<file path="config.mk">
export PLATFORM = sky130hd
export DESIGN_NAME = approximate_pattern_match_distance
export DESIGN_NICKNAME = d
export VERILOG_FILES = /design/src/hw/rtl/apmd_pkg.sv /design/src/hw/rtl/apmd_cell.sv /design/src/hw/rtl/approximate_pattern_match_distance.sv
export SDC_FILE = /design/constraint.sdc
export NUM_CORES = 2
export LEC_CHECK = 0
export BUFFER_PORTS_ARGS = -buffer_cell sky130_fd_sc_hd__buf_2
export CORE_ASPECT_RATIO = 1.1
export CORE_MARGIN = 4
export CORE_UTILIZATION = 44
export CTS_BUF_LIST = sky130_fd_sc_hd__clkbuf_16
export CTS_CLUSTER_SIZE = 16
export DETAILED_ROUTE_END_ITERATION = 10
export PLACE_DENSITY = 0.68
export SKIP_LAST_GASP = 1
export SYNTH_ARGS = -nofsm -noshare
export SYNTH_HDL_FRONTEND = slang
export SYNTH_SLANG_ARGS = --single-unit
</file>
<file path="constraint.sdc">
create_clock -name i_clk -period 6.1 [get_ports i_clk]
set_clock_uncertainty 0.05 [all_clocks]
set_input_delay 0.305 -clock i_clk [delete_from_list [all_inputs] [get_ports i_clk]]
set_output_delay 0.305 -clock i_clk [all_outputs]
set_load 0.05 [all_outputs]
</file>
<file path="src/hw/rtl/apmd_pkg.sv">
// Shared types and constants for the approximate pattern match distance block.
`timescale 1ns / 1ps

package apmd_pkg;

    localparam int BYTE_W    = 8;
    localparam int DIST_W    = 6;
    localparam int WORD_W    = 64;
    localparam int PAT_WORDS = 4;
    localparam int CFG_IDX_W = 3;

    // Configuration register indexes
    typedef enum logic [CFG_IDX_W-1:0] {
        CFG_LEN     = 3'd0,
        CFG_PAT_0_7 = 3'd1,
        CFG_PAT_8   = 3'd2,
        CFG_PAT_16  = 3'd3,
        CFG_PAT_24  = 3'd4
    } t_cfg_idx;

    // One text byte travelling down the cell chain
    typedef struct packed {
        logic              valid;
        logic [BYTE_W-1:0] ch;
        logic              last;
        logic [DIST_W-1:0] nxt;   // new column value of the cell to the left
        logic [DIST_W-1:0] old;   // column value the left cell held before this byte
        logic [DIST_W-1:0] here;  // value picked up at the cell at the pattern end
    } t_wave;

endpackage

</file>
<file path="src/hw/rtl/apmd_cell.sv">
// One pattern position of the systolic edit-distance chain.
`timescale 1ns / 1ps

module apmd_cell #(
    parameter int IDX = 1
) (
    input  logic                              i_clk,
    input  logic                              i_rst_n,
    input  logic                              i_adv,
    input  logic                              i_restart,
    input  logic [apmd_pkg::BYTE_W-1:0]       i_pat,
    input  logic [apmd_pkg::DIST_W-1:0]       i_len,
    input  apmd_pkg::t_wave                   i_wave,
    output apmd_pkg::t_wave                   o_wave
);
    import apmd_pkg::*;

    localparam logic [DIST_W-1:0] RST_VAL = DIST_W'(IDX);

    logic [DIST_W-1:0] r_d;
    t_wave             r_wave;
    logic [DIST_W-1:0] diag, up, left, v, here_n;

    always_comb begin
        diag = i_wave.old + ((i_pat != i_wave.ch) ? DIST_W'(1) : DIST_W'(0));
        up   = r_d + DIST_W'(1);
        left = i_wave.nxt + DIST_W'(1);
        v    = (up < left) ? up : left;
        if (diag < v) begin
            v = diag;
        end
        here_n = (i_len == RST_VAL) ? v : i_wave.here;
    end

    always_ff @(posedge i_clk) begin
        if (!i_rst_n) begin
            r_d          <= RST_VAL;
            r_wave.valid <= 1'b0;
        end else if (i_restart) begin
            r_d <= RST_VAL;
        end else if (i_adv) begin
            r_wave.valid <= i_wave.valid;
            if (i_wave.valid) begin
                // column goes back to its start value after the last byte
                r_d <= i_wave.last ? RST_VAL : v;
            end
        end
    end

    always_ff @(posedge i_clk) begin
        if (i_adv && i_wave.valid) begin
            r_wave.ch   <= i_wave.ch;
            r_wave.last <= i_wave.last;
            r_wave.nxt  <= v;
            r_wave.old  <= r_d;
            r_wave.here <= here_n;
        end
    end

    assign o_wave = r_wave;

endmodule

</file>
<file path="src/hw/rtl/approximate_pattern_match_distance.sv">
// Top level: Sellers' approximate match distance over a chain of pattern cells.
//
//  channel  | handshake                 | payload
//  ---------+---------------------------+------------------------------------------
//  input    | i_in_valid / o_in_stall   | i_text_byte, i_end_of_text
//  output   | o_out_valid / i_out_stall | o_distance_here, o_best_distance, o_final_res
//  config   | i_cfg_valid / o_cfg_ready | i_cfg_index, i_cfg_data
//
// One text byte enters per cycle while o_in_stall is low; each result passes through
// the cell chain, one registered cell per pattern position, and then through the
// output register that tracks the running minimum.
// Reset (synchronous, active low) clears the pattern and all valid bits and sets
// column entry i back to i.
// An output stall while a result is waiting freezes the whole chain and stalls the input.
`timescale 1ns / 1ps

module approximate_pattern_match_distance #(
    parameter int MAX_PATTERN = 32
) (
    input  logic                               i_clk,
    input  logic                               i_rst_n,
    input  logic                               i_in_valid,
    output logic                               o_in_stall,
    input  logic [apmd_pkg::BYTE_W-1:0]        i_text_byte,
    input  logic                               i_end_of_text,
    output logic                               o_out_valid,
    input  logic                               i_out_stall,
    output logic [apmd_pkg::DIST_W-1:0]        o_distance_here,
    output logic [apmd_pkg::DIST_W-1:0]        o_best_distance,
    output logic                               o_final_res,
    input  logic                               i_cfg_valid,
    output logic                               o_cfg_ready,
    input  logic [apmd_pkg::CFG_IDX_W-1:0]     i_cfg_index,
    input  logic [apmd_pkg::WORD_W-1:0]        i_cfg_data
);
    import apmd_pkg::*;

    localparam logic [DIST_W-1:0] MAX_LEN = DIST_W'(MAX_PATTERN);

    logic [DIST_W-1:0] r_len;
    logic [WORD_W-1:0] r_pat [PAT_WORDS];
    logic [DIST_W-1:0] r_best;
    logic              r_out_valid;
    logic [DIST_W-1:0] r_out_here, r_out_best;
    logic              r_out_final;

    logic              adv, cfg_wr, restart;
    logic [DIST_W-1:0] eff_len, new_len, n_best;
    t_wave             wave [MAX_PATTERN+1];

    assign adv         = !r_out_valid || !i_out_stall;
    assign o_in_stall  = !adv;
    assign o_cfg_ready = 1'b1;
    assign cfg_wr      = i_cfg_valid && o_cfg_ready;
    assign restart     = cfg_wr && (i_cfg_index == CFG_LEN);
    assign eff_len     = (r_len > MAX_LEN) ? MAX_LEN : r_len;
    assign new_len     = (i_cfg_data[DIST_W-1:0] > MAX_LEN) ? MAX_LEN
                                                             : i_cfg_data[DIST_W-1:0];

    always_ff @(posedge i_clk) begin
        if (!i_rst_n) begin
            r_len <= '0;
            for (int k = 0; k < PAT_WORDS; k++) begin
                r_pat[k] <= '0;
            end
        end else if (cfg_wr) begin
            unique case (i_cfg_index)
                CFG_LEN:     r_len    <= i_cfg_data[DIST_W-1:0];
                CFG_PAT_0_7: r_pat[0] <= i_cfg_data;
                CFG_PAT_8:   r_pat[1] <= i_cfg_data;
                CFG_PAT_16:  r_pat[2] <= i_cfg_data;
                CFG_PAT_24:  r_pat[3] <= i_cfg_data;
                default: ;
            endcase
        end
    end

    // Row zero of the column is always zero
    assign wave[0] = '{valid: i_in_valid, ch: i_text_byte, last: i_end_of_text,
                       nxt: '0, old: '0, here: '0};

    for (genvar g = 1; g <= MAX_PATTERN; g++) begin : g_cell
        localparam int P = g - 1;
        apmd_cell #(.IDX(g)) u_cell (
            .i_clk     (i_clk),
            .i_rst_n   (i_rst_n),
            .i_adv     (adv),
            .i_restart (restart),
            .i_pat     (r_pat[P / 8][(P % 8) * BYTE_W +: BYTE_W]),
            .i_len     (eff_len),
            .i_wave    (wave[g-1]),
            .o_wave    (wave[g])
        );
    end

    assign n_best = (wave[MAX_PATTERN].here < r_best) ? wave[MAX_PATTERN].here : r_best;

    always_ff @(posedge i_clk) begin
        if (!i_rst_n) begin
            r_out_valid <= 1'b0;
            r_best      <= '0;
        end else if (restart) begin
            r_best <= new_len;
        end else if (adv) begin
            r_out_valid <= wave[MAX_PATTERN].valid;
            if (wave[MAX_PATTERN].valid) begin
                r_best <= wave[MAX_PATTERN].last ? eff_len : n_best;
            end
        end
    end

    always_ff @(posedge i_clk) begin
        if (adv && wave[MAX_PATTERN].valid) begin
            r_out_here  <= wave[MAX_PATTERN].here;
            r_out_best  <= n_best;
            r_out_final <= wave[MAX_PATTERN].last;
        end
    end

    assign o_out_valid     = r_out_valid;
    assign o_distance_here = r_out_here;
    assign o_best_distance = r_out_best;
    assign o_final_res     = r_out_final;

endmodule

</file>
Yosys cells after proc, flatten, opt, wreduce, memory -nomap -nowiden
Memory sizes are Yosys's and may differ from the RTL's.
Cells that the tools add are included.
{ "classes": {"order_cmp": 67, "n_eq_ne": 68, "addsub": 94, "n_mux": 187, "n_bitwise": 6, "reduce_logical": 77} }
{ "ops": {"columns": ["operator", "count"], "rows": [
  ["2-to-1 mux 6 bit", 134],
  ["< comparator 6 bit", 64],
  ["adder 6 x 1 -> 6 bit (second input constant)", 63],
  ["2-to-1 mux 64 bit", 4],
  ["inequality test 8 bit", 32],
  ["adder 6 bit", 31],
  ["equality test 6 x 5 -> 1 bit (second input constant)", 16],
  ["AND reduction 2 bit", 35],
  ["2-to-1 mux 1 bit", 49],
  ["equality test 6 x 4 -> 1 bit (second input constant)", 8],
  ["logical AND 1 bit", 34],
  ["equality test 6 x 3 -> 1 bit (second input constant)", 4],
  ["equality test 6 x 2 -> 1 bit (second input constant)", 2],
  ["> comparator 6 bit (second input constant)", 2],
  ["equality test 3 x 2 -> 1 bit (second input constant)", 2],
  ["equality test 6 x 1 -> 1 bit (second input constant)", 1],
  ["equality test 6 bit (second input constant)", 1],
  ["< comparator 6 x 1 -> 1 bit (second input constant)", 1],
  ["bitwise OR 1 bit", 4],
  ["nonzero test 2 bit", 2],
  ["equality test 3 x 1 -> 1 bit (second input constant)", 1],
  ["equality test 3 bit (second input constant)", 1],
  ["logical NOT 1 bit", 3],
  ["logical NOT 3 bit", 1],
  ["3 further kinds", 4]
]} }
{ "totals": {"memories": 1, "out_inout_bits": 16, "inputBits": 81, "regBits": 1094, "mem_bits_rw": 256} }
{ "memory_table": {"columns": ["name", "words", "width", "read_ports", "rd_clocked_by_memory_dff", "write_ports", "line_no", "rtl"], "rows": [
  ["r_pat", 4, 64, 4, 0, 4, "approximate_pattern_match_distance.sv:41", "logic [WORD_W-1:0] r_pat [PAT_WORDS];"]
]} }

Depth between registers and ports, before layout
An unclocked memory read counts as a cell.
{ "logic_depth": {"depth_word": 7, "ltp_mapped": 21} }

Cells and area by module
From an unflattened synthesis, not the netlist that was laid out.
{ "unflattened": {"hier_cells": 6140, "area_unflattened_um2": 73585.6} }
{ "by_module_without_submodules": {"columns": ["module", "n_inst", "seq_area_each_um2", "area_each_um2", "cells_per_inst"], "rows": [
  ["approximate_pattern_match_distance", 1, 8338.0, 10765.3, 689],
  ["apmd_cell (g_cell[23].u_cell ...)", 2, 950.9, 1924.3, 151],
  ["apmd_cell (g_cell[18].u_cell)", 1, 950.9, 2148.3, 203],
  ["apmd_cell (g_cell[12].u_cell)", 1, 950.9, 2132.0, 202],
  ["apmd_cell (g_cell[19].u_cell)", 1, 950.9, 2125.8, 207],
  ["apmd_cell (g_cell[13].u_cell)", 1, 950.9, 2110.8, 193],
  ["apmd_cell (g_cell[14].u_cell)", 1, 950.9, 2088.3, 197],
  ["apmd_cell (g_cell[20].u_cell)", 1, 950.9, 2044.5, 197],
  ["apmd_cell (g_cell[2].u_cell)", 1, 950.9, 2039.5, 192],
  ["apmd_cell (g_cell[17].u_cell)", 1, 950.9, 2038.2, 194],
  ["apmd_cell (g_cell[16].u_cell)", 1, 950.9, 2034.5, 195],
  ["apmd_cell (g_cell[21].u_cell)", 1, 950.9, 2021.9, 197],
  ["apmd_cell (g_cell[3].u_cell)", 1, 950.9, 2011.9, 188],
  ["apmd_cell (g_cell[9].u_cell)", 1, 950.9, 1990.7, 185],
  ["18 more rows", null, null, null, null]
]} }

Least setup slack after synthesis
No wires, ideal clock.
{ "synth_path": {"path_type": "input to register", "start": "input port i_cfg_index[2] in the netlist's numbering", "end": "memory r_pat[2][0] (enable)", "path_buffers": 0, "path_slack_ns": 0.457, "arrival_time_ns": 5.018, "setup_time_ns": 0.574, "path_stages": 2, "cell_sequence": "nand2b_1 o21ai_0"} }
{ "synth_lines": {"columns": ["item", "line_no", "rtl"], "rows": [
  ["from (decl)", "approximate_pattern_match_distance.sv:33", "input logic [apmd_pkg::CFG_IDX_W-1:0] i_cfg_index,"],
  ["to (decl)", "approximate_pattern_match_distance.sv:41", null]
]} }

Worst setup path after layout
{ "layout_path": {"start": "register g_cell[27].u_cell.r_wave (netlist bit g_cell[27].u_cell.o_wave[12])", "end": "register g_cell[28].u_cell.r_wave (netlist bit g_cell[28].u_cell.o_wave[5]) (data pin)"} }
{ "layout_via": {"elab_chain_len": 6} }
{ "layout_lines": {"columns": ["item", "line_no", "rtl"], "rows": [
  ["from (decl)", "apmd_cell.sv:21", "t_wave r_wave;"],
  ["adder 6 x 1 -> 6 bit (*)", "apmd_cell.sv:27", "left = i_wave.nxt + DIST_W'(1);"],
  ["< comparator 6 bit", "apmd_cell.sv:28", "v = (up < left) ? up : left;"],
  ["2-to-1 mux 6 bit (*)", "apmd_cell.sv:28", null],
  ["< comparator 6 bit", "apmd_cell.sv:29", "if (diag < v) begin"],
  ["2-to-1 mux 6 bit (*)", "apmd_cell.sv:29", null],
  ["named net g_cell[28].u_cell.v[5]", "apmd_cell.sv:22", "logic [DIST_W-1:0] diag, up, left, v, here_n;"],
  ["2-to-1 mux 6 bit (*)", "apmd_cell.sv:32", "here_n = (i_len == RST_VAL) ? v : i_wave.here;"],
  ["named net g_cell[28].u_cell.here_n[5]", "apmd_cell.sv:22", null],
  ["to (decl)", "apmd_cell.sv:21", null]
]} }
Mark *: on every way through the listed nets, which the timed path passes. The rest lies on a longest branch.
A chain may end at the register's enable or synchronous reset.

==> summary by stage <==
Clock tree
The H-tree generated during clock tree synthesis spans 4 levels. The cell at the root of the clock tree is sky130_fd_sc_hd__clkbuf_16. The worst-skew pair later-pin latency is 0.77 ns.

The maximum clock insertion buffer count is 3. The number of sinks handled by clock tree synthesis is 1350. The count of buffers added by post-CTS timing repair for setup is 0. Clock-pin slew was measured on the worst setup and hold paths at 0.06 ns. TritonCTS built the clock tree.

Buffers inserted during clock tree synthesis total 139.

STA
The number of pins with negative max-slew slack in the final report is 0. The time the final worst path needs with I/O delays and setup is 5.46 ns. In the final timing run, aggregate negative setup slack is 0 ns. The tightest slew margin relative to the limit is 17.8%. For this run, the top clock speed supported by timing is 183 MHz. For the pin with the worst max-slew slack, the measured transition is 1.23 ns. Setup repair after global routing left no endpoint under its margin.

Setup violations remaining at the end of the flow were counted as 0. The final cycle utilization of the critical path is 89.5%. The number of hold violations in the final report is 0.

The worst-case hold slack is 0.0521 ns.

Global routing
The global-route wire length before repair is 245 mm. The global-route usage over all layers is 20.0%. The total overflow left after global routing is 0. The largest net degree at the start of global routing is 69. The via count of the first global-routing pass is 41900. The number of antenna violations at the first check in global routing was 32.

Synthesis
The largest area contributor in the netlist is sky130_fd_sc_hd__edfxtp_1. The synthesized design devotes to its leading area cell type 50.0% of total area. Counting every instance in the synthesized netlist gives 5436. The share of the Yosys chip area taken by registers is 57.1%. The number of warnings issued by yosys is 0. The most common cell in the synthesized netlist is sky130_fd_sc_hd__edfxtp_1. The average size of a mapped cell is 12.3 um^2. In the synthesized netlist the async set-or-reset flop fraction comes to 0%. Synthesis instantiated 69 different standard cells from the library. After synthesis, the most frequently instantiated cells are 1113 x sky130_fd_sc_hd__edfxtp_1, 455 x sky130_fd_sc_hd__xor2_1, 391 x sky130_fd_sc_hd__nand2_1. Yosys attributes the largest share of cell area to sky130_fd_sc_hd__edfxtp_1 50%, sky130_fd_sc_hd__dfxtp_1 7.1%, sky130_fd_sc_hd__ha_1 6.8%, sky130_fd_sc_hd__xor2_1 6.0%, sky130_fd_sc_hd__mux2_2 2.8%.

The most used flip-flop cell after synthesis is sky130_fd_sc_hd__edfxtp_1. Counting flops with a built-in enable in the synthesized netlist gives 1113. The mapped netlist covers 0.0668 mm^2. In this run, synthesis produced a sequential element count of 1350.

Die
The row count is 149. The initial standard-cell utilization of the core is 44.4%. The core region is 0.150 mm^2. The die is 380 um wide. The floorplan step defined a die boundary enclosing 0.158 mm^2. From bottom edge to top edge, the die measures 417 um. The I/O pin count is 97.

Cells and area
Compared with the post-synthesis result, the final layout area differs by 12.4%. The filler-free cell count of the finished design is 7783. The post-layout net count is 6125. Cells with a size suffix above 1 make up 9.52% of the layout.

Routing
The average routed wire per standard cell is 20.8 um. The via density per instance is 5.52. The wire length after detailed routing is 162 mm. The count of nets left with antenna violations once routing finished came out at 0. The first routing iteration left 3577 violations.

The number of design rule violations left after detail routing is 0. The first TritonRoute pass finished after 6 iterations. The final route contains 43000 vias.

Critical path
In this run the worst path has a maximum fanout of 7. The arrival time reported for the critical path endpoint is 5.91 ns. The critical path endpoint category is a flip-flop. The worst setup path is of the flip-flop to flip-flop kind. STA classifies the critical path startpoint as a flip-flop.

STA puts the critical path data required time at 6.55 ns.

Run
The max-capacitance violation count is 0.

Place
The cell total after placement is 7429. The final weighted congestion in routability-driven placement is 0.859. After legalization and detailed placement, the total HPWL measured 117 mm.

Buffers placed on the I/O ports in this run total 95.

Hold path
In this run the worst hold path is classified as input pin to flip-flop.

Outcome
The run finished with clean final reports.

Pwr
The standby leakage power is 28.8 nW. Across the VDD grid, the largest voltage drop is 0.000294 V. The total power divided by cell area is 258 mW/mm^2.
## worst max-delay path, stage by stage (launching register included)
cell and delay (ns):
sky130_fd_sc_hd__edfxtp_1 0.49, sky130_fd_sc_hd__ha_1 0.27, sky130_fd_sc_hd__xor2_1 0.21, sky130_fd_sc_hd__inv_1 0.07, sky130_fd_sc_hd__ha_1 0.29, sky130_fd_sc_hd__a21oi_1 0.12, sky130_fd_sc_hd__o21ai_0 0.10, sky130_fd_sc_hd__maj3_1 0.35
sky130_fd_sc_hd__a21oi_1 0.28, sky130_fd_sc_hd__maj3_1 0.27, sky130_fd_sc_hd__mux2_2 0.35, sky130_fd_sc_hd__ha_1 0.29, sky130_fd_sc_hd__a21o_1 0.18, sky130_fd_sc_hd__a21o_1 0.17, sky130_fd_sc_hd__a21oi_1 0.16, sky130_fd_sc_hd__nor3b_1 0.32
sky130_fd_sc_hd__inv_1 0.07, sky130_fd_sc_hd__a2111o_1 0.34, sky130_fd_sc_hd__nand4b_1 0.14, sky130_fd_sc_hd__mux2_2 0.37, sky130_fd_sc_hd__mux2_2 0.27
## timing repair
item,4_1_cts,5_1_grt
hold buffers,74,0
endpoints found under the hold margin,241,0
resized for setup,0,0
## flip-flops by register name (all words and copies together), names as in the netlist
name / flops
o_out_valid: 1
r_len: 6
g_cell.u_cell.r_d: 192
g_cell.u_cell.o_wave: 876
o_distance_here: 6
r_best: 6
o_best_distance: 6
r_pat: 256
o_final_res: 1
## cell type report
class                      instances  area [um^2]
antenna                           22         55.1
clock buffer                     146         3650
clock inverter                   112          980
fill                           12800        75300
inverter                         342         1280
multi-input combinational       3648        27100
sequential                      1350        38200
tap                             1963         2460
timing repair buffer             200         1460
## final timing paths
| check | slack [ns] | to | start | cells past startpoint |
|---|---|---|---|---|
| worst max-delay path | 0.64 | g_cell[28].u_cell.o_wave[5] | g_cell[27].u_cell.o_wave[12] | 20 |
| worst min-delay path | 0.05 | r_pat[2][16] | i_cfg_data[16] | 2 |
| worst max register to register | 0.64 | g_cell[28].u_cell.o_wave[5] | g_cell[27].u_cell.o_wave[12] | 20 |
| worst min register to register | 0.40 | g_cell[10].u_cell.o_wave[18] | g_cell[9].u_cell.o_wave[18] | 0 |
## cells by family after synthesis
family,share of synthesized area (%)
simple gates,11.4
flops,57.1
compound gates,7.25
xor+xnor,8.60
buf+inv,2.55
fa+ha+maj,7.47
mux,5.58
other cells,0.0112
## routing by layer
layer  vias up  part of all wire (%)  wire length (um)  GRT usage [%]
li1      20300                     -                 -              -
met1     20900                    42             67300           26.3
met2      1485                    48             76800           33.3
met3       266                   8.1             13100           4.06
met4         0                   2.7              4360           6.54
met5         -                     0                 0              0
## power by group
group          internal (mW)  switching [mW]  total, mW  leakage, nW
combinational          0.218           0.433      0.652         14.3
clock                   4.93            3.67       8.60         2.40
sequential              10.0          0.0864       10.1         12.1
## metrics by stage
step	instance area [um^2]	util [%]	power, mW	setup slack, ns
after detailed placement	69700	46.3	10.9	0.650
after floorplan	66800	-	10.7	0.457
after global routing	75100	49.9	20.0	0.239
after CTS	75100	49.9	19.5	0.615
final	75100	49.9	19.4	0.639
after global placement	69700	46.3	10.9	0.601
## cell usage in the layout, fill, tap and decap left out, types with 30 or more instances in the layout
cell / n
sky130_fd_sc_hd__edfxtp_1: 1113
sky130_fd_sc_hd__nor4_1: 65
sky130_fd_sc_hd__and3_1: 90
sky130_fd_sc_hd__a21oi_1: 134
sky130_fd_sc_hd__nor3_1: 59
sky130_fd_sc_hd__mux2_2: 169
sky130_fd_sc_hd__ha_1: 363
sky130_fd_sc_hd__a21o_1: 83
sky130_fd_sc_hd__o21ai_0: 232
sky130_fd_sc_hd__xnor2_1: 201
sky130_fd_sc_hd__nand3_1: 321
sky130_fd_sc_hd__nand2b_1: 55
sky130_fd_sc_hd__o32a_1: 65
sky130_fd_sc_hd__xor2_1: 455
sky130_fd_sc_hd__inv_1: 378
sky130_fd_sc_hd__nand2_1: 388
sky130_fd_sc_hd__buf_4: 30
sky130_fd_sc_hd__or3_1: 38
sky130_fd_sc_hd__nor2_1: 142
sky130_fd_sc_hd__mux2i_1: 181
sky130_fd_sc_hd__dlygate4sd3_1: 74
sky130_fd_sc_hd__and2_1: 263
sky130_fd_sc_hd__clkbuf_16: 146
sky130_fd_sc_hd__a32o_1: 45
sky130_fd_sc_hd__buf_2: 95
sky130_fd_sc_hd__dfxtp_1: 237
Power figures use the tool's default switching activity.
